===== src/rtl/core/npsc_pkg.sv =====
// Shared types and constants for the neighbor pair state counter.
package npsc_pkg;

	// Item operation codes
	localparam logic OP_SITE = 1'b0;
	localparam logic OP_READ = 1'b1;

	// Configuration register indexes
	localparam logic REG_MIN_DEPTH   = 1'b0;
	localparam logic REG_WINDOW_SIZE = 1'b1;

	// Field widths
	localparam int SITE_W  = 12;
	localparam int COUNT_W = 32;
	localparam int OFF_W   = 3;
	localparam int CNT_W   = 16;
	localparam int ENTRY_W = 4 * CNT_W;
	localparam int WIN_W   = 4;

	// Reset values of the configuration registers
	localparam logic [COUNT_W-1:0] MIN_DEPTH_RST   = 32'd1;
	localparam logic [WIN_W-1:0]   WINDOW_SIZE_RST = 4'd5;

	// Per-site classification
	typedef struct packed {
		logic ok;
		logic decisive;
		logic low;
	} site_class_t;

	// Command to the counter memory
	typedef struct packed {
		logic       valid;
		logic       bump;
		logic [1:0] lane;
	} ram_cmd_t;

	// Sequencer states
	typedef enum logic [2:0] {
		ST_IDLE,
		ST_CLASS,
		ST_PAIR,
		ST_READ,
		ST_RESP
	} seq_state_t;

endpackage


===== src/rtl/core/npsc_site_class.sv =====
// Two-stage site classifier: depth check, decisive test and low flag.
module npsc_site_class
	import npsc_pkg::*;
(
	input  logic               clk,
	input  logic               load,
	input  logic [COUNT_W-1:0] meth_count,
	input  logic [COUNT_W-1:0] unmeth_count,
	input  logic [COUNT_W-1:0] min_depth,
	output site_class_t        site_class
);

	logic [COUNT_W:0]   total_s1;
	logic [COUNT_W-1:0] diff_s1;
	logic               low_s1;
	site_class_t        class_s2;
	logic [COUNT_W+2:0] diff_x5;
	logic [COUNT_W+2:0] total_x2;

	// Stage 1: form depth and absolute difference
	always_ff @(posedge clk) begin
		if (load) begin
			total_s1 <= {1'b0, meth_count} + {1'b0, unmeth_count};
			low_s1   <= meth_count < unmeth_count;
			diff_s1  <= (meth_count < unmeth_count) ? (unmeth_count - meth_count)
			                                        : (meth_count - unmeth_count);
		end
	end

	// Stage 2: compare 5*|M-U| against 2*(M+U) and depth against the minimum
	assign diff_x5  = {diff_s1, 2'b00} + {3'b000, diff_s1};
	assign total_x2 = {1'b0, total_s1, 1'b0};

	always_ff @(posedge clk) begin
		class_s2.ok       <= (total_s1 != '0) && (total_s1 >= {1'b0, min_depth});
		class_s2.decisive <= diff_x5 >= total_x2;
		class_s2.low      <= low_s1;
	end

	assign site_class = class_s2;

endmodule


===== config.mk =====
export PLATFORM = sky130hd
export DESIGN_NAME = npsc_site_class
export DESIGN_NICKNAME = d
export VERILOG_FILES = /design/src/rtl/core/npsc_pkg.sv /design/src/rtl/core/npsc_site_class.sv
export SDC_FILE = /design/constraint.sdc
export NUM_CORES = 1
export LEC_CHECK = 0
export BUFFER_PORTS_ARGS = -buffer_cell sky130_fd_sc_hd__buf_2
export CORE_AREA = 3 3 175 177
export CTS_BUF_LIST = sky130_fd_sc_hd__clkbuf_2 sky130_fd_sc_hd__clkbuf_4 sky130_fd_sc_hd__clkbuf_8
export CTS_CLUSTER_DIAMETER = 40
export DETAILED_ROUTE_END_ITERATION = 6
export DIE_AREA = 0 0 178 180
export GPL_ROUTABILITY_DRIVEN = 0
export PLACE_DENSITY = 0.63
export SYNTH_ARGS = -nofsm -noshare
export SYNTH_HDL_FRONTEND = slang
export SYNTH_SLANG_ARGS = --single-unit

===== constraint.sdc =====
create_clock -name clk -period 5.9 [get_ports clk]
set_input_delay 0.59 -clock clk [delete_from_list [all_inputs] [get_ports clk]]
set_output_delay 0.59 -clock clk [all_outputs]
set_load 0.02 [all_outputs]

After elaboration in Yosys (flattened, before gate mapping)
Index checks and enable logic that the tools add are counted.
{"block": "op_classes", "addsub": 4, "n_lt_le_gt_ge": 3, "mux": 1, "n_reduce_logical": 2}
{"op": "subtractor 32 bit", "count": 2}
{"op": "adder 34 x 32 -> 35 bit", "count": 1}
{"op": ">= comparator 35 x 34 -> 1 bit", "count": 1}
{"op": "adder 32 x 32 -> 33 bit", "count": 1}
{"op": ">= comparator 33 x 32 -> 1 bit", "count": 1}
{"op": "nonzero test 33 bit", "count": 1}
{"op": "< comparator 32 bit", "count": 1}
{"op": "2-to-1 mux 32 bit", "count": 1}
{"op": "logical AND 1 bit", "count": 1}
{"block": "totals", "reg_bits": 69, "in_bits": 98, "out_inout_bits": 3, "word_cells": 16}

Logic depth before layout (Yosys ltp)
{"block": "depth", "depth_word": 2, "ltp_mapped": 21, "ltp_nobuf": 21}

Worst setup path after synthesis
No wires, ideal clock.
{"block": "synth_timing", "path_kind": "register to register", "startpoint": "register diff_s1[5]", "endpoint": "register class_s2 (netlist bit site_class[1])", "setup_time_ns": 0.127, "arrival_time_ns": 4.167, "t_required_ns": 5.773, "setup_slack_ns": 1.606, "path_stages_with_launch": 18, "path_buffers": 0, "synth_period_minus_slack_ns": 4.294, "cell_sequence": "edfxtp_1 -> ha_1 -> a21o_1 -> a221o_1 -> a2111oi_2 -> o41ai_2 -> a2111oi_2 -> nor2_1 -> or2_1 -> a31oi_1 -> xnor2_1 -> ha_1 -> and4_1 -> nand3_1 -> nor3_1 -> a311o_1 -> o221a_2 -> or3_1"}
{"block": "synth_via", "elab_chain_cells": 2}
{"item": "start: declaration", "line_no": "npsc_site_class.sv:14", "rtl": "logic [COUNT_W-1:0] diff_s1;"}
{"item": "start signal: assignment", "line_no": "npsc_site_class.sv:25", "rtl": "diff_s1 <= (meth_count < unmeth_count) ? (unmeth_count - meth_count)"}
{"item": "adder 34 x 32 -> 35 bit", "line_no": "npsc_site_class.sv:31", "rtl": "assign diff_x5 = {diff_s1, 2'b00} + {3'b000, diff_s1};"}
{"item": ">= comparator 35 x 34 -> 1 bit", "line_no": "npsc_site_class.sv:36", "rtl": "class_s2.decisive <= diff_x5 >= total_x2;"}
{"item": "end: declaration", "line_no": "npsc_site_class.sv:16", "rtl": "site_class_t class_s2;"}
No other way between the ends.
A chain may end at the register's enable or synchronous reset.

Worst setup path in the final report
Ends and elaborated chain as after synthesis.

==> flow_metrics.tcl <==
set metrics [dict create \
    netlist_instances 1255 \
    die_width_um 178 \
    pwr_density_cell_mw_per_mm2 264 \
    clkLatencyLatePin_ns 0.36 \
    criticalPathCategory "register to register" \
    grt_remaining_overflow 0 \
    finClkSkew_ns 0.0187 \
    post-dp-hpwl_mm 23.9 \
    drt-initial-drc-count 628 \
    dr.pass1.iters 5 \
    drv_slew 0 \
    end_kind "register" \
    hold_end "site_class[0]$_DFF_P_" \
    hold_viol 0 \
    nNetsFinal 1630 \
    tritoncts "done" \
    antenna_left 0 \
    worstMarginPinSlew_ns 1.13 \
    wl_per_cell_um 16.2 \
    synth_edf_count 65 \
    grt_pass1_vias 8789 \
    fin_tns_setup_ns 0 \
    ys_ff_latch 68 \
    drc 0 \
    antenna_found_initial 3 \
    ys_types 77 \
    hp-start "low_s1$_DFFE_PP_" \
    via_count 9182 \
    synth_ff_type "edfxtp_1" \
    timing.fmax_mhz 215 \
    cts_root_buffer "clkbuf_8" \
    h-tree-depth 3 \
    synthArstFlopShare 0 \
    start_util 0.348 \
    total_power_w 0.00298 \
    min_period_over_period 0.788 \
    status "finished, final reports clean" \
    finalWirelength_mm 28.0 \
    r2r_start "diff_s1[5]$_DFFE_PP_" \
    grt_pass1_wl_mm 45.1 \
    cts_setup_buffers 0 \
    core.rowCount 63 \
    whs_path_depth 0 \
    ys_seq_area_frac 0.197 \
    cts-buffers-inserted 9 \
    via_per_inst 5.30 \
    hold_slack_ns 0.362 \
    hold_class "register to register" \
    boundaryPins 101 \
    maxSlewHeadroom 0.237 \
    drive_above_1_share 0.110 \
    syn_to_final_growth_pct 10.5 \
    syn_area_mm2 0.0102 \
    postCtsHoldBufs 0 \
    cts_sinks 68 \
    clk_pin_slew_worst_paths_ns 0.09 \
    cp_max_fo 5 \
    fin_crit_ns 4.65 \
    setup_viol 0 \
    arrival_ns 4.90 \
    vdd_ir_drop_max_v 0.000109 \
    drv_cap 0 \
    p_leak_nw 5.43 \
    rsz0062_at_grt "no" \
    rrSetupSlack_ns 1.25 \
    avgSynthCellArea_um2 8.15 \
    design.die.area_mm2 0.0320 \
    core_area_mm2 0.0294 \
    r2r_end "site_class[1]$_DFF_P_" \
    portBuffers 100 \
    required_ns 6.15 \
    cts_buffer_depth 2 \
    rr_worst_depth 17 \
    die_y_um 180 \
    grt_max_degree 66 \
    ys_warn_count 0 \
    cp-start-kind "register" \
    grt_use_total 0.172 \
    syn_nets 1548 \
    postCtsResizedCells 0 \
]
state kept, by name, summed over array words and instances, names as in the netlist:
name / flops
total_s1: 32
site_class: 3
low_s1: 1
diff_s1: 32
per-stage QoR:
step	cells	worst slack [ns]	instance area, um^2	utilization
after floorplan	1255	1.61	10200	-
after global placement	1716	1.33	11100	0.377
after detailed placement	1716	1.23	11100	0.377
after CTS	1732	1.25	11300	0.384
after global routing	1733	1.00	11300	0.384
final	1733	1.25	11300	0.384
layout by cell type (no fill, tap or decap), drive strengths merged, types with 9 or more instances in the layout:
cell type and n:
nand2b 14, nor2b 15, edfxtp 65, xor2 16
nor3 32, inv 180, o211ai 10, ha 191
nor4 18, nand2 61, nand3 20, o21a 12
nand4 23, a21oi 130, a21o 53, nor2 69
or4 9, clkbuf 9, xnor2 66, o21ai 63
o21bai 28, buf 103
Yosys cell counts, drive strengths merged (12+ instances only):
library cell / n / share of area
o21ai: 63 / 0.031
ha: 191 / 0.23
o21a: 12 / 0.0088
xor2: 16 / 0.014
nand2b: 14 / 0.0086
nor4: 18 / 0.011
o21bai: 28 / 0.021
xnor2: 66 / 0.057
nor2: 69 / 0.025
nand4: 23 / 0.014
a21oi: 130 / 0.064
nor2b: 15 / 0.0092
nand2: 61 / 0.022
buf: 19 / 0.0086
nand3: 20 / 0.0098
edfxtp: 65 / 0.19
nor3: 32 / 0.016
a21o: 53 / 0.039
inv: 178 / 0.065
clkbuf: 13 / 0.0048
power breakdown:
| part | internal [W] | total (W) | switching [W] |
|---|---|---|---|
| registers | 0.000655 | 0.000742 | 0.0000869 |
| clock network | 0.000197 | 0.000386 | 0.000189 |
| logic | 0.000816 | 0.00186 | 0.00104 |
how the worst max path moves through the flow:
stage | from | to | slack [ns] | depth (start not counted)
after floorplan | diff_s1[5]$_DFFE_PP_ | site_class[1]$_DFF_P_ | 1.61 | 17
after global placement | diff_s1[5]$_DFFE_PP_ | site_class[1]$_DFF_P_ | 1.33 | 17
after detailed placement | diff_s1[5]$_DFFE_PP_ | site_class[1]$_DFF_P_ | 1.23 | 17
after CTS | diff_s1[5]$_DFFE_PP_ | site_class[1]$_DFF_P_ | 1.25 | 17
after global routing | diff_s1[5]$_DFFE_PP_ | site_class[1]$_DFF_P_ | 1.00 | 18
final | diff_s1[5]$_DFFE_PP_ | site_class[1]$_DFF_P_ | 1.25 | 17
cell type report:
class,instances,area [um^2]
Tap cell,390,488
Antenna cell,1,2.50
Fill cell,3016,18100
Sequential cell,68,2010
Inverter,178,668
Timing Repair Buffer,103,523
Multi-Input combinational cell,977,7410
Clock inverter,7,73.8
Clock buffer,9,124
cells by family (layout without fill, tap and decap cells):
family	Yosys count	after routing	synth area share
xor+xnor	82	82	0.0703
simple gates	300	300	0.150
buf+inv	210	297	0.0787
fa+ha+maj	195	195	0.242
compound gates	389	389	0.252
flops	68	68	0.197
mux	11	11	0.0111
other cells	0	1	0
per-layer routing:
metal	routed length, um	part of all wire	GRT usage	up-vias
met2	12400	0.44	0.274	284
li1	-	-	-	4685
met1	13700	0.49	0.250	4171
met4	442	0.016	0.0383	4
met5	27	0.00096	0	-
met3	1510	0.054	0.0196	38
critical path, stage by stage, from the launching register on:
cell and delay (ns):
edfxtp_1 0.42, ha_1 0.37, a21o_1 0.24, a221o_1 0.36, a2111oi_2 0.45, o41ai_2 0.18, a2111oi_2 0.45, nor2_1 0.10
or2_1 0.26, a31oi_1 0.20, xnor2_1 0.15, ha_1 0.24, and4_1 0.16, nand3_1 0.11, nor3_1 0.08, a311o_1 0.26
o221a_2 0.22, or3_1 0.30
(Power assumes the default switching activity.)
